File: src/sv/hmll_pkg.sv
`timescale 1ns / 1ps
`default_nettype none

package hmll_pkg;

   // configuration register indexes
   localparam logic [2:0] CSR_EMPHASIS_MODE = 3'd0;
   localparam logic [2:0] CSR_FG_COEF       = 3'd1;
   localparam logic [2:0] CSR_BG_COEF       = 3'd2;
   localparam logic [2:0] CSR_GRAD_SCALE    = 3'd3;
   localparam logic [2:0] CSR_BATCH_RECIP   = 3'd4;
   localparam logic [2:0] CSR_PASS_ENABLE   = 3'd5;

   // emphasis modes
   localparam logic [2:0] MODE_NONE        = 3'd0;
   localparam logic [2:0] MODE_TRUTH_ONLY  = 3'd1;
   localparam logic [2:0] MODE_SCALE_FG    = 3'd2;
   localparam logic [2:0] MODE_SAMPLE_BG   = 3'd3;
   localparam logic [2:0] MODE_SAMPLE_BGFG = 3'd4;

   localparam int CSR_INDEX_W = 3;
   localparam int CSR_DATA_W  = 16;

   typedef struct packed {
      logic [2:0]         emphasis_mode;
      logic [15:0]        fg_coef;
      logic [15:0]        bg_coef;
      logic signed [15:0] grad_scale;
      logic [15:0]        batch_recip;
      logic [1:0]         pass_enable;
   } cfg_type;

   typedef enum logic [2:0] {
      ST_IDLE,
      ST_MODE,
      ST_WEIGHT,
      ST_SCALE,
      ST_LOSS_LO,
      ST_LOSS_HI,
      ST_OUT
   } state_type;

   typedef enum logic [2:0] {
      STEP_IDLE,
      STEP_LOAD,
      STEP_MODE,
      STEP_WEIGHT,
      STEP_SCALE,
      STEP_LOSS_LO,
      STEP_LOSS_HI,
      STEP_OUT
   } step_type;

   typedef struct packed {
      step_type step;
   } dp_cmd_type;

   typedef struct packed {
      logic last;
   } dp_sts_type;

endpackage

`default_nettype wire

File: src/sv/hmll_req_if.sv
`timescale 1ns / 1ps
`default_nettype none

interface hmll_req_if;
   logic               valid;
   logic               ready;
   logic signed [15:0] predicted;
   logic signed [15:0] truth;
   logic               keep_sample;
   logic [15:0]        map_weight;
   logic               batch_end;

   modport source (output valid, predicted, truth, keep_sample, map_weight, batch_end,
                   input ready);
   modport sink   (input valid, predicted, truth, keep_sample, map_weight, batch_end,
                   output ready);
endinterface

`default_nettype wire

File: src/sv/hmll_rsp_if.sv
`timescale 1ns / 1ps
`default_nettype none

interface hmll_rsp_if;
   logic               valid;
   logic               ready;
   logic signed [15:0] grad_pred;
   logic signed [15:0] grad_truth;
   logic [47:0]        scaled_loss;
   logic               loss_valid;

   modport source (output valid, grad_pred, grad_truth, scaled_loss, loss_valid,
                   input ready);
   modport sink   (input valid, grad_pred, grad_truth, scaled_loss, loss_valid,
                   output ready);
endinterface

`default_nettype wire

File: src/sv/hmll_csr.sv
`timescale 1ns / 1ps
`default_nettype none

module hmll_csr (
   input  wire logic                               clock,
   input  wire logic                               reset,
   input  wire logic                               csr_we,
   input  wire logic [hmll_pkg::CSR_INDEX_W-1:0]   csr_index,
   input  wire logic [hmll_pkg::CSR_DATA_W-1:0]    csr_wdata,
   output hmll_pkg::cfg_type                       cfg
);
   import hmll_pkg::*;

   cfg_type cfg_ff;
   cfg_type cfg_in;

   always_comb begin
      cfg_in = cfg_ff;
      if (csr_we) begin
         case (csr_index)
            CSR_EMPHASIS_MODE: cfg_in.emphasis_mode = csr_wdata[2:0];
            CSR_FG_COEF:       cfg_in.fg_coef       = csr_wdata;
            CSR_BG_COEF:       cfg_in.bg_coef       = csr_wdata;
            CSR_GRAD_SCALE:    cfg_in.grad_scale    = csr_wdata;
            CSR_BATCH_RECIP:   cfg_in.batch_recip   = csr_wdata;
            CSR_PASS_ENABLE:   cfg_in.pass_enable   = csr_wdata[1:0];
            default:           cfg_in = cfg_ff;
         endcase
      end
   end

   always_ff @(posedge clock) begin
      if (reset) begin
         cfg_ff.emphasis_mode <= MODE_NONE;
         cfg_ff.fg_coef       <= 16'd4096;
         cfg_ff.bg_coef       <= 16'd4096;
         cfg_ff.grad_scale    <= 16'sd4096;
         cfg_ff.batch_recip   <= 16'hFFFF;
         cfg_ff.pass_enable   <= 2'b11;
      end else begin
         cfg_ff <= cfg_in;
      end
   end

   assign cfg = cfg_ff;

endmodule

`default_nettype wire

File: src/sv/hmll_ctrl.sv
`timescale 1ns / 1ps
`default_nettype none

module hmll_ctrl (
   input  wire logic                 clock,
   input  wire logic                 reset,
   input  wire logic                 req_valid,
   output logic                      req_ready,
   output logic                      rsp_valid,
   input  wire logic                 rsp_ready,
   input  wire hmll_pkg::dp_sts_type sts,
   output hmll_pkg::dp_cmd_type      cmd
);
   import hmll_pkg::*;

   state_type state_ff;
   state_type state_in;
   logic      rsp_valid_ff;
   logic      rsp_valid_in;

   always_ff @(posedge clock) begin
      if (reset) begin
         state_ff     <= ST_IDLE;
         rsp_valid_ff <= 1'b0;
      end else begin
         state_ff     <= state_in;
         rsp_valid_ff <= rsp_valid_in;
      end
   end

   always_comb begin
      state_in     = state_ff;
      rsp_valid_in = rsp_valid_ff && !rsp_ready;
      req_ready    = 1'b0;
      cmd.step     = STEP_IDLE;
      case (state_ff)
         ST_IDLE: begin
            req_ready = 1'b1;
            if (req_valid) begin
               cmd.step = STEP_LOAD;
               state_in = ST_MODE;
            end
         end
         ST_MODE: begin
            cmd.step = STEP_MODE;
            state_in = ST_WEIGHT;
         end
         ST_WEIGHT: begin
            cmd.step = STEP_WEIGHT;
            state_in = ST_SCALE;
         end
         ST_SCALE: begin
            cmd.step = STEP_SCALE;
            state_in = sts.last ? ST_LOSS_LO : ST_OUT;
         end
         ST_LOSS_LO: begin
            cmd.step = STEP_LOSS_LO;
            state_in = ST_LOSS_HI;
         end
         ST_LOSS_HI: begin
            cmd.step = STEP_LOSS_HI;
            state_in = ST_OUT;
         end
         ST_OUT: begin
            // output register free or emptied this cycle
            if (!rsp_valid_ff || rsp_ready) begin
               cmd.step     = STEP_OUT;
               rsp_valid_in = 1'b1;
               state_in     = ST_IDLE;
            end
         end
         default: begin
            state_in = ST_IDLE;
         end
      endcase
   end

   assign rsp_valid = rsp_valid_ff;

`ifndef SYNTHESIS
   a_accept_starts_mode: assert property (@(posedge clock) disable iff (reset)
      (req_valid && req_ready) |=> (cmd.step == STEP_MODE))
      else $error("accepted element did not enter the mode step");

   a_last_runs_loss: assert property (@(posedge clock) disable iff (reset)
      (cmd.step == STEP_SCALE && sts.last) |=> (cmd.step == STEP_LOSS_LO))
      else $error("batch end skipped the loss steps");

   a_out_sets_valid: assert property (@(posedge clock) disable iff (reset)
      (cmd.step == STEP_OUT) |=> rsp_valid_ff)
      else $error("result load did not raise rsp valid");
`endif

endmodule

`default_nettype wire

File: src/sv/hmll_dp.sv
`timescale 1ns / 1ps
`default_nettype none

module hmll_dp (
   input  wire logic                 clock,
   input  wire logic                 reset,
   input  wire hmll_pkg::cfg_type    cfg,
   input  wire hmll_pkg::dp_cmd_type cmd,
   output hmll_pkg::dp_sts_type      sts,
   input  wire logic signed [15:0]   predicted,
   input  wire logic signed [15:0]   truth,
   input  wire logic                 keep_sample,
   input  wire logic [15:0]          map_weight,
   input  wire logic                 batch_end,
   output logic signed [15:0]        grad_pred,
   output logic signed [15:0]        grad_truth,
   output logic [47:0]               scaled_loss,
   output logic                      loss_valid
);
   import hmll_pkg::*;

   localparam logic [47:0] SUM_MAX = '1;

   function automatic logic signed [15:0] sat16(input logic signed [31:0] v);
      logic signed [15:0] r;
      if (v > 32'sd32767) begin
         r = 16'sh7FFF;
      end else if (v < -32'sd32768) begin
         r = 16'sh8000;
      end else begin
         r = v[15:0];
      end
      return r;
   endfunction

   // element registers
   logic signed [16:0] diff_ff;
   logic               fg_ff;
   logic               keep_ff;
   logic [15:0]        weight_ff;
   logic               last_ff;
   // work registers
   logic [31:0]        sq_ff;
   logic [31:0]        sq_in;
   logic signed [30:0] g_ff;
   logic signed [30:0] g_in;
   logic [47:0]        sum_ff;
   logic [47:0]        sum_in;
   logic [23:0]        lacc_ff;
   logic [47:0]        loss_ff;
   // output register
   logic signed [15:0] grad_pred_ff;
   logic signed [15:0] grad_truth_ff;
   logic [47:0]        scaled_loss_ff;
   logic               loss_valid_ff;

   // shared multiplier
   logic signed [25:0] mul_a;
   logic signed [16:0] mul_b;
   logic signed [42:0] mul_p;
   logic signed [42:0] mul_r;

   logic               mode_mul;
   logic               mode_zero;
   logic [15:0]        mode_coef;
   logic [15:0]        mag;
   logic [48:0]        sum_add;
   logic signed [31:0] g_neg;

   // mode masking decision
   always_comb begin
      mode_mul  = 1'b0;
      mode_zero = 1'b0;
      mode_coef = cfg.fg_coef;
      case (cfg.emphasis_mode)
         MODE_TRUTH_ONLY: begin
            mode_zero = !fg_ff;
         end
         MODE_SCALE_FG: begin
            mode_mul = fg_ff;
         end
         MODE_SAMPLE_BG, MODE_SAMPLE_BGFG: begin
            if (fg_ff) begin
               mode_mul = (cfg.emphasis_mode == MODE_SAMPLE_BGFG);
            end else if (keep_ff) begin
               mode_mul  = 1'b1;
               mode_coef = cfg.bg_coef;
            end else begin
               mode_zero = 1'b1;
            end
         end
         default: begin
            mode_mul = 1'b0;
         end
      endcase
   end

   always_comb begin
      mul_a = g_ff[25:0];
      mul_b = {1'b0, weight_ff};
      case (cmd.step)
         STEP_MODE: begin
            mul_a = {{9{diff_ff[16]}}, diff_ff};
            mul_b = {1'b0, mode_coef};
         end
         STEP_SCALE: begin
            mul_b = {cfg.grad_scale[15], cfg.grad_scale};
         end
         STEP_LOSS_LO: begin
            mul_a = {2'b00, sum_ff[23:0]};
            mul_b = {1'b0, cfg.batch_recip};
         end
         STEP_LOSS_HI: begin
            mul_a = {2'b00, sum_ff[47:24]};
            mul_b = {1'b0, cfg.batch_recip};
         end
         default: begin
            mul_b = {1'b0, weight_ff};
         end
      endcase
   end

   assign mul_p = mul_a * mul_b;
   // Q4.12 result: add half an lsb, then floor through the shift
   assign mul_r = mul_p + 43'sd2048;

   // magnitude of the 17-bit difference fits 16 bits
   assign mag     = diff_ff[16] ? 16'(-diff_ff) : diff_ff[15:0];
   assign sq_in   = 32'(mag * mag);
   assign sum_add = {1'b0, sum_ff} + {17'd0, sq_ff};
   assign g_neg   = -32'(g_ff);

   always_comb begin
      g_in   = g_ff;
      sum_in = sum_ff;
      case (cmd.step)
         STEP_MODE: begin
            if (mode_zero) begin
               g_in = '0;
            end else if (mode_mul) begin
               g_in = mul_r[42:12];
            end else begin
               g_in = {{14{diff_ff[16]}}, diff_ff};
            end
         end
         STEP_WEIGHT: begin
            g_in   = mul_r[42:12];
            sum_in = sum_add[48] ? SUM_MAX : sum_add[47:0];
         end
         STEP_SCALE: begin
            g_in = mul_r[42:12];
         end
         STEP_LOSS_HI: begin
            sum_in = '0;
         end
         default: begin
            g_in = g_ff;
         end
      endcase
   end

   always_ff @(posedge clock) begin
      if (reset) begin
         sum_ff <= '0;
      end else begin
         sum_ff <= sum_in;
      end
   end

   always_ff @(posedge clock) begin
      g_ff <= g_in;
      if (cmd.step == STEP_LOAD) begin
         diff_ff   <= 17'(predicted) - 17'(truth);
         fg_ff     <= (truth != 16'sd0);
         keep_ff   <= keep_sample;
         weight_ff <= map_weight;
         last_ff   <= batch_end;
      end
      if (cmd.step == STEP_MODE) begin
         sq_ff <= sq_in;
      end
      if (cmd.step == STEP_LOSS_LO) begin
         lacc_ff <= mul_p[39:16];
      end
      if (cmd.step == STEP_LOSS_HI) begin
         loss_ff <= {mul_p[39:0], 8'd0} + {24'd0, lacc_ff};
      end
      if (cmd.step == STEP_OUT) begin
         grad_pred_ff   <= cfg.pass_enable[0] ? sat16(32'(g_ff)) : 16'sd0;
         grad_truth_ff  <= cfg.pass_enable[1] ? sat16(g_neg) : 16'sd0;
         scaled_loss_ff <= last_ff ? loss_ff : 48'd0;
         loss_valid_ff  <= last_ff;
      end
   end

   assign sts.last    = last_ff;
   assign grad_pred   = grad_pred_ff;
   assign grad_truth  = grad_truth_ff;
   assign scaled_loss = scaled_loss_ff;
   assign loss_valid  = loss_valid_ff;

`ifndef SYNTHESIS
   a_sum_never_wraps: assert property (@(posedge clock) disable iff (reset)
      (cmd.step == STEP_WEIGHT) |=> (sum_ff >= $past(sum_ff)))
      else $error("square sum wrapped");

   a_sum_cleared: assert property (@(posedge clock) disable iff (reset)
      (cmd.step == STEP_LOSS_HI) |=> (sum_ff == 48'd0))
      else $error("square sum not cleared at batch end");

   a_loss_zero_mid_batch: assert property (@(posedge clock) disable iff (reset)
      (cmd.step == STEP_OUT && !last_ff) |=> (scaled_loss == 48'd0 && !loss_valid))
      else $error("loss reported before batch end");
`endif

endmodule

`default_nettype wire

File: src/sv/heatmap_masked_l2_loss.sv
`timescale 1ns / 1ps
`default_nettype none

// Channel   Dir  Handshake            Payload
// req_ch    in   valid/ready          predicted, truth, keep_sample, map_weight, batch_end
// rsp_ch    out  valid/ready          grad_pred, grad_truth, scaled_loss, loss_valid
// csr_*     in   csr_we (no stall)    csr_index, csr_wdata
//
// One element in flight. An element passes from accept to result load through the
// accept, mode, weight, scale and load steps, plus the loss_lo and loss_hi steps on a
// batch_end element for the two halves of the loss multiply; the gradient and loss
// steps share one 26x17 signed multiplier, the square has its own 16x16.
// Reset is synchronous: config returns to defaults, the square sum to zero.
// The result register lets the next element be accepted and computed while a
// result waits; a stalled rsp only holds the load step.

module heatmap_masked_l2_loss (
   input  wire logic                             clock,
   input  wire logic                             reset,
   hmll_req_if.sink                              req_ch,
   hmll_rsp_if.source                            rsp_ch,
   input  wire logic                             csr_we,
   input  wire logic [hmll_pkg::CSR_INDEX_W-1:0] csr_index,
   input  wire logic [hmll_pkg::CSR_DATA_W-1:0]  csr_wdata
);
   import hmll_pkg::*;

   cfg_type    cfg;
   dp_cmd_type cmd;
   dp_sts_type sts;

   // register file; write it only while idle, the block itself does not enforce this
   hmll_csr u_csr (
      .clock     (clock),
      .reset     (reset),
      .csr_we    (csr_we),
      .csr_index (csr_index),
      .csr_wdata (csr_wdata),
      .cfg       (cfg)
   );

   // sequencer: steps the datapath, owns both handshakes
   hmll_ctrl u_ctrl (
      .clock     (clock),
      .reset     (reset),
      .req_valid (req_ch.valid),
      .req_ready (req_ch.ready),
      .rsp_valid (rsp_ch.valid),
      .rsp_ready (rsp_ch.ready),
      .sts       (sts),
      .cmd       (cmd)
   );

   // difference, square sum, gradient chain, loss and result register
   hmll_dp u_dp (
      .clock       (clock),
      .reset       (reset),
      .cfg         (cfg),
      .cmd         (cmd),
      .sts         (sts),
      .predicted   (req_ch.predicted),
      .truth       (req_ch.truth),
      .keep_sample (req_ch.keep_sample),
      .map_weight  (req_ch.map_weight),
      .batch_end   (req_ch.batch_end),
      .grad_pred   (rsp_ch.grad_pred),
      .grad_truth  (rsp_ch.grad_truth),
      .scaled_loss (rsp_ch.scaled_loss),
      .loss_valid  (rsp_ch.loss_valid)
   );

endmodule

`default_nettype wire
File: src/flat_wrapper.sv
// flat-port wrapper written by rule: the top's interface ports become plain ports
module heatmap_masked_l2_loss_flat import hmll_pkg::*;
  (clock, reset, csr_we, csr_index, csr_wdata, req_ch_valid, req_ch_predicted, req_ch_truth, req_ch_keep_sample, req_ch_map_weight, req_ch_batch_end, req_ch_ready, rsp_ch_valid, rsp_ch_grad_pred, rsp_ch_grad_truth, rsp_ch_scaled_loss, rsp_ch_loss_valid, rsp_ch_ready);
  hmll_req_if req_ch_i ();
  hmll_rsp_if rsp_ch_i ();
  input  wire logic clock;
  input  wire logic reset;
  input  wire logic csr_we;
  input  wire logic [hmll_pkg::CSR_INDEX_W-1:0] csr_index;
  input  wire logic [hmll_pkg::CSR_DATA_W-1:0] csr_wdata;
  input wire logic [$bits(req_ch_i.valid)-1:0] req_ch_valid;
  input wire logic [$bits(req_ch_i.predicted)-1:0] req_ch_predicted;
  input wire logic [$bits(req_ch_i.truth)-1:0] req_ch_truth;
  input wire logic [$bits(req_ch_i.keep_sample)-1:0] req_ch_keep_sample;
  input wire logic [$bits(req_ch_i.map_weight)-1:0] req_ch_map_weight;
  input wire logic [$bits(req_ch_i.batch_end)-1:0] req_ch_batch_end;
  output wire logic [$bits(req_ch_i.ready)-1:0] req_ch_ready;
  output wire logic [$bits(rsp_ch_i.valid)-1:0] rsp_ch_valid;
  output wire logic [$bits(rsp_ch_i.grad_pred)-1:0] rsp_ch_grad_pred;
  output wire logic [$bits(rsp_ch_i.grad_truth)-1:0] rsp_ch_grad_truth;
  output wire logic [$bits(rsp_ch_i.scaled_loss)-1:0] rsp_ch_scaled_loss;
  output wire logic [$bits(rsp_ch_i.loss_valid)-1:0] rsp_ch_loss_valid;
  input wire logic [$bits(rsp_ch_i.ready)-1:0] rsp_ch_ready;
  assign req_ch_i.valid = req_ch_valid;
  assign req_ch_i.predicted = req_ch_predicted;
  assign req_ch_i.truth = req_ch_truth;
  assign req_ch_i.keep_sample = req_ch_keep_sample;
  assign req_ch_i.map_weight = req_ch_map_weight;
  assign req_ch_i.batch_end = req_ch_batch_end;
  assign req_ch_ready = req_ch_i.ready;
  assign rsp_ch_valid = rsp_ch_i.valid;
  assign rsp_ch_grad_pred = rsp_ch_i.grad_pred;
  assign rsp_ch_grad_truth = rsp_ch_i.grad_truth;
  assign rsp_ch_scaled_loss = rsp_ch_i.scaled_loss;
  assign rsp_ch_loss_valid = rsp_ch_i.loss_valid;
  assign rsp_ch_i.ready = rsp_ch_ready;
  heatmap_masked_l2_loss u_core (.clock(clock), .reset(reset), .req_ch(req_ch_i), .rsp_ch(rsp_ch_i), .csr_we(csr_we), .csr_index(csr_index), .csr_wdata(csr_wdata));
endmodule
File: config.mk
export PLATFORM = sky130hd
export DESIGN_NAME = heatmap_masked_l2_loss_flat
export DESIGN_NICKNAME = d
export VERILOG_FILES = /design/src/sv/hmll_pkg.sv /design/src/sv/hmll_req_if.sv /design/src/sv/hmll_rsp_if.sv /design/src/sv/hmll_csr.sv /design/src/sv/hmll_ctrl.sv /design/src/sv/hmll_dp.sv /design/src/sv/heatmap_masked_l2_loss.sv /design/src/flat_wrapper.sv
export SDC_FILE = /design/constraint.sdc
export NUM_CORES = 2
export LEC_CHECK = 0
export BUFFER_PORTS_ARGS = -buffer_cell sky130_fd_sc_hd__buf_2
export CAP_MARGIN = 10
export CORE_MARGIN = 10
export CORE_UTILIZATION = 35
export CTS_BUF_LIST = sky130_fd_sc_hd__clkbuf_2
export DETAILED_ROUTE_END_ITERATION = 10
export GPL_ROUTABILITY_DRIVEN = 0
export PLACE_DENSITY_LB_ADDON = 0.15
export SYNTH_ARGS = -nofsm -noshare
export SYNTH_HDL_FRONTEND = slang
export SYNTH_SLANG_ARGS = --single-unit
File: constraint.sdc
create_clock -name clock -period 12.7 [get_ports clock]
set_clock_uncertainty 0.1 [all_clocks]
set_input_delay 0.635 -clock clock [delete_from_list [all_inputs] [get_ports clock]]
set_output_delay 0.635 -clock clock [all_outputs]
set_load 0.05 [all_outputs]
* Word-level counts from Yosys, hierarchy flattened
Cells that the tools add are included.
** Operators by class
- Add/subtract/negate cells :: 6
- Multiply operators :: 2
- Magnitude comparators :: 4
- Eq/ne operators :: 24
- Multiplexer cells :: 31
- Bitwise logic cells :: 2
- Reductions and logical operators :: 22
** Operator list (count)
- two-way mux 16 bit :: 6
- case mux 48 bit (2 select lines) :: 1
- case mux 26 bit (3 select lines) :: 1
- two-way mux 31 bit :: 2
- case mux 31 bit (2 select lines) :: 1
- case mux 17 bit (3 select lines) :: 1
- adder 48 x 32 -> 49 bit :: 1
- adder 48 x 24 -> 48 bit :: 1
- two-way mux 48 bit :: 1
- adder 43 x 13 -> 43 bit (second input constant) :: 1
- multiplier 26 x 17 -> 43 bit :: 1
- case mux 3 bit (7 select lines) :: 2
- greater-than comparator 32 x 16 -> 1 bit (second input constant) :: 1
- less-than comparator 32 x 16 -> 1 bit (second input constant) :: 1
- multiplier 16 x 16 -> 32 bit :: 1
- negator 31 -> 32 bit :: 1
- greater-than comparator 31 x 16 -> 1 bit (second input constant) :: 1
- less-than comparator 31 x 16 -> 1 bit (second input constant) :: 1
- equality test 3 bit (second input constant) :: 10
- two-way mux 15 bit :: 2
- equality test 3 x 2 -> 1 bit (second input constant) :: 8
- subtractor 16 x 16 -> 17 bit :: 1
- negator 16 bit :: 1
- nonzero test 16 bit :: 1
- other kinds (14) :: 43
** Word-level totals
- Bits in registers :: 373
- Bits of input ports :: 74
- Output and inout port bits :: 83

* Depth between registers and ports, before layout
- Depth after elaboration :: 12
- Depth in mapped cells :: 37
- Mapped depth without buffers :: 35

* By module
Synthesis repeated with hierarchy kept, for this count alone.
** Unflattened totals
- Cells, all modules :: 4533
- Area, all modules :: 42937.4 um^2
** Modules (own cells, without submodules)
- hmll_dp :: instances 1, cells an instance 4237, area each 39882.0 um^2, seq. area each 8498.2 um^2
- hmll_csr :: instances 1, cells an instance 266, area each 2790.2 um^2, seq. area each 1381.3 um^2
- hmll_ctrl :: instances 1, cells an instance 30, area each 265.3 um^2, seq. area each 80.1 um^2

* Least setup slack after synthesis
OpenSTA, ideal clock, no wires.
- Kind :: reg2reg
- From :: reg u_core.u_ctrl.state_ff[2]
- To :: reg u_core.u_dp.g_ff[30], data pin
- Arrival time :: 9.232 ns
- Required time :: 12.462 ns
- Slack :: 3.230 ns
- Cell stages (with the launch flop) :: 26
- Period minus slack after synthesis :: 9.470 ns
- Path through :: dfxtp_1 > clkbuf_1 > clkbuf_1 > nor2_1 > a21boi_1 > clkbuf_1 > nor2_1 > fa_1 > fa_1 > fa_1 > fa_1 > fa_1 > fa_1 > ha_1 > nand4_1 > nor2_1 > a211oi_1 > o31ai_4 > a221o_2 > xnor2_1 > or4_4 > nor4_4 > nand4_1 > nor3_1 > mux4_1 > nand4_1
** Between the ends
- Word-level cells in the longest chain between the ends :: 10
- Elaborated cells on any way between the ends :: 22
** Ends and longest elaborated chain
- start: declaration :: RTL line hmll_ctrl.sv:16 : state_type state_ff;
- start signal: assignment :: RTL line hmll_ctrl.sv:26 : state_ff <= state_in;
- equality test 3 bit (tied with other cells) :: RTL line hmll_ctrl.sv:36 : case (state_ff)
- case mux 3 bit (7 select lines) (*) :: RTL line hmll_ctrl.sv:36
- equality test 3 bit :: RTL line hmll_dp.sv:101 : case (cmd.step)
- OR reduction 2 bit (no source line)
- case mux 17 bit (3 select lines) :: RTL line hmll_dp.sv:101
- multiplier 26 x 17 -> 43 bit :: RTL line hmll_dp.sv:123 : assign mul_p = mul_a * mul_b;
- adder 43 x 13 -> 43 bit :: RTL line hmll_dp.sv:125 : assign mul_r = mul_p + 43'sd2048;
- two-way mux 31 bit :: RTL line hmll_dp.sv:140 : end else if (mode_mul) begin
- two-way mux 31 bit :: RTL line hmll_dp.sv:138 : if (mode_zero) begin
- case mux 31 bit (2 select lines) (*) :: RTL line hmll_dp.sv:136 : case (cmd.step)
- net u_core.u_dp.g_in[30] :: RTL line hmll_dp.sv:46 : logic signed [30:0] g_in;
- end signal: assignment :: RTL line hmll_dp.sv:171 : g_ff <= g_in;
- end: declaration :: RTL line hmll_dp.sv:45 : logic signed [30:0] g_ff;
Mark *: on every way through the listed nets, which the timed path passes. The rest lies on a longest branch.
A chain may end at the register's enable or synchronous reset.

* Final worst setup path
- From :: reg u_core.u_ctrl.state_ff[0]
- To :: reg u_core.u_dp.loss_ff[47], data pin
** Between the ends
- Word-level cells in the longest chain between the ends :: 7
- Elaborated cells on any way between the ends :: 17
** Ends and longest elaborated chain
- equality test 3 bit (tied with other cells) :: RTL line hmll_ctrl.sv:36
- case mux 3 bit (7 select lines) (*) :: RTL line hmll_ctrl.sv:36
- equality test 3 bit :: RTL line hmll_dp.sv:101
- OR reduction 2 bit (no source line)
- case mux 17 bit (3 select lines) :: RTL line hmll_dp.sv:101
- multiplier 26 x 17 -> 43 bit (*) :: RTL line hmll_dp.sv:123
- net u_core.u_dp.mul_p[29] :: RTL line hmll_dp.sv:60 : logic signed [42:0] mul_p;
- adder 48 x 24 -> 48 bit (*) :: RTL line hmll_dp.sv:186 : loss_ff <= {mul_p[39:0], 8'd0} + {24'd0, lacc_ff};
- end signal: assignment :: RTL line hmll_dp.sv:186
- end: declaration :: RTL line hmll_dp.sv:50 : logic [47:0] loss_ff;
Marked as above.

==> flow_metrics.py <==
metrics = {
    "status": {
        "outcome": "finished clean",
    },
    "clock_network": {
        "cts_root_buf": "clkbuf_2",
        "worstSkewPairLatency_ns": 1.27,
        "clock_sinks": 372,
        "cts_tree": "done",
        "cts.htree.levels": 3,
        "clockBufferDepth": 3,
        "cts_setup_buffers": 0,
        "cts_inserted_buffers": 105,
        "post_cts_resized": 0,
        "cts.clk_slew.worst_paths_ns": 0.09,
    },
    "route": {
        "post-route-drc-count": 0,
        "drt_iter0_drc": 2229,
        "viasPerCell": 5.056,
        "drt_pass1_iterations": 6,
        "post_drt_wl_per_cell_um": 21.20,
        "drt-total-wl_um": 137500,
        "num_vias": 32790,
        "ant_nets": 0,
    },
    "yosys": {
        "synth.most_common_cell": "inv_1",
        "synth_edf_count": 251,
        "syn_inst": 4504,
        "synth_area_leaders": "fa_1 29%, edfxtp_1 18%, ha_1 7.9%",
        "syn-num-nets": 5440,
        "synth.yosys.seq_area_share_pct": 23.76,
        "yosysWarnings": 0,
        "synth_common_cells": "726 x inv_1, 597 x fa_1, 538 x nand2_1",
        "synth_top_area_cell": "fa_1",
        "synthFlopType": "edfxtp_1",
        "ys_seq_elements": 372,
        "netlist_area_um2": 41920,
        "syn_avg_cell_area_um2": 9.308,
        "synthArstFlopShare_pct": 0,
        "synth_cell_types": 90,
        "synth_top_area_share_pct": 28.51,
    },
    "global_route": {
        "overflow": 0,
        "grt_max_degree": 68,
        "first_global_vias": 34380,
        "grt_pass1_wl_um": 210900,
        "antenna_found_initial": 7,
        "grt_use_total_pct": 20.22,
    },
    "placed_design": {
        "postPlaceCellArea_um2": 44710,
        "dp_hpwl_um": 108800,
        "numPortBuffers": 156,
    },
    "final_layout": {
        "nNetsFinal": 5735,
        "final_area_um2": 46940,
        "drive_above_1_share_pct": 10.22,
        "area_growth_pct": 11.96,
        "fillerInstances": 12240,
        "seq_area_um2": 9963,
        "multi_input_area_um2": 28610,
    },
    "critical_path": {
        "r2r-start": "u_core.u_ctrl.state_ff[0]",
        "path_class": "reg -> reg",
        "startpoint": "u_core.u_ctrl.state_ff[0]",
        "cp-start-kind": "flip-flop",
        "worstPathRequired_ns": 13.55,
        "path_max_fanout": 49,
        "path_buf_inv": 4,
        "cp_top_family": "adder cells",
        "cp-end-kind": "flip-flop",
        "cp_slowest_cell": "dfxtp_2",
        "critical_path_arrival_ns": 11.67,
        "max_stage_delay_ns": 1.08,
        "path_common_cell": "fa_1",
    },
    "die": {
        "io_pins": 157,
        "core_area_um2": 118600,
        "die_h_um": 366.1,
        "start_util_pct": 35.36,
        "die_area_um2": 134000,
        "rows": 126,
        "die_w_um": 366.1,
    },
    "sta": {
        "fmax_ghz": 0.09244,
        "rsz0062_at_grt": "false",
        "slew_violations": 0,
        "finalWorstPathRequiredPeriod_ns": 10.82,
        "max_slew.worst_pin.slew_ns": 1.217,
        "fin_crit_sh_pct": 85.18,
        "setup_viol": 0,
        "slew_headroom_pct": 18.86,
        "fin_tns_setup_ns": 0,
        "hold_viol": 0,
    },
    "worst_hold_path": {
        "min_path_type": "in -> reg",
        "hold_start": "req_ch_map_weight[14]",
    },
    "flow_run": {
        "maxCapViolCount": 0,
    },
}
registers in the layout, indices dropped and copies added, names as in the netlist:
signal	cells
u_core.u_dp.lacc_ff	24
u_core.u_dp.sq_ff	31
u_core.u_dp.scaled_loss	48
u_core.u_dp.grad_pred	16
u_core.u_ctrl.state_ff	3
u_core.u_dp.sts	1
u_core.u_dp.fg_ff	1
u_core.u_ctrl.rsp_valid	1
u_core.u_csr.cfg	69
u_core.u_dp.keep_ff	1
u_core.u_dp.loss_valid	1
u_core.u_dp.grad_truth	16
u_core.u_dp.g_ff	31
u_core.u_dp.sum_ff	48
u_core.u_dp.loss_ff	48
u_core.u_dp.weight_ff	16
u_core.u_dp.diff_ff	17
per-layer routing:
layer	share of wire, %	global-route usage, %
met3	5.7	2.880
met4	3.0	6.305
met5	0.0095	0
met1	44	27.11
met2	47	33.54
final cells by class:
| cell class | instances | share of cell area, % |
|---|---|---|
| Clock buffer | 158 | 1.685 |
| Tap cell | 1600 | 4.265 |
| Timing Repair Buffer | 360 | 5.603 |
| Multi-Input combinational cell | 3224 | 60.96 |
| Inverter | 736 | 5.886 |
| Sequential cell | 372 | 21.23 |
| Clock inverter | 31 | 0.3545 |
| Antenna cell | 4 | 0.02132 |
cell usage in the layout, fill, tap and decap left out, types with 12 or more instances in the layout:
master / netlist / final
ha_1: 265 / 265
o21ai_1: 22 / 24
xor2_1: 57 / 57
o21bai_1: 22 / 22
nor2b_1: 40 / 39
o22ai_1: 17 / 17
a21o_1: 56 / 56
buf_2: 3 / 155
nand2_1: 538 / 538
mux2_2: 30 / 30
and3_1: 19 / 19
dfxtp_1: 121 / 118
nand3b_1: 22 / 22
or3_1: 21 / 21
nor4_1: 17 / 17
nor2_1: 436 / 434
xnor2_1: 141 / 141
buf_4: 0 / 79
o31ai_1: 12 / 12
and2_1: 70 / 69
clkinv_1: 6 / 29
clkbuf_2: 0 / 158
a21oi_1: 222 / 221
o22a_1: 12 / 12
or2_2: 17 / 17
mux2i_1: 28 / 28
a31oi_1: 18 / 18
fa_1: 597 / 597
a21boi_0: 24 / 24
nand3_1: 66 / 66
nand4_1: 24 / 24
o21a_1: 39 / 39
edfxtp_1: 251 / 251
a211oi_1: 47 / 47
dlygate4sd3_1: 0 / 126
o21ai_0: 92 / 87
nor3_1: 72 / 71
inv_1: 726 / 725
nand2b_1: 37 / 37
worst paths after layout:
check	end	slack (ns)	cells after the start
worst max-delay path	u_core.u_dp.loss_ff[47]	1.88	27
worst min-delay path	u_core.u_dp.weight_ff[14]	0.13	2
worst max register to register	u_core.u_dp.loss_ff[47]	1.88	27
worst min register to register	u_core.u_dp.loss_ff[1]	0.32	0
metrics by stage:
step,setup slack [ns],util (%),cells,hold slack (ns)
after detailed placement,1.972,37.71,6166,0.3080
after global routing,1.363,39.59,6485,0.003421
final,1.883,39.59,6485,0.1348
after global placement,2.028,37.71,6166,0.3035
after floorplan,3.230,-,4504,0.3003
after CTS,1.882,39.58,6481,0.002919
kinds of logic (layout without fill, tap and decap cells):
group	Yosys count	after routing	synth area share, %
other	0	4	0
xor gates and xnor gates	203	203	4.330
AOI/OAI and AO/OA	687	687	10.61
and+or+nand+nor	1413	1413	15.21
buffers and inverters	908	1285	8.139
DFF	372	372	23.76
muxes	59	59	1.537
adders and majority gates	862	862	36.42
what timing repair did:
action | CTS | global route
hold endpoints to repair | 114 | 0
hold buffers | 126 | 0
setup endpoints to repair | 0 | 0
Power is not shown: default switching activity piles up to over one toggle a cycle in this logic, so the estimate is an artifact.
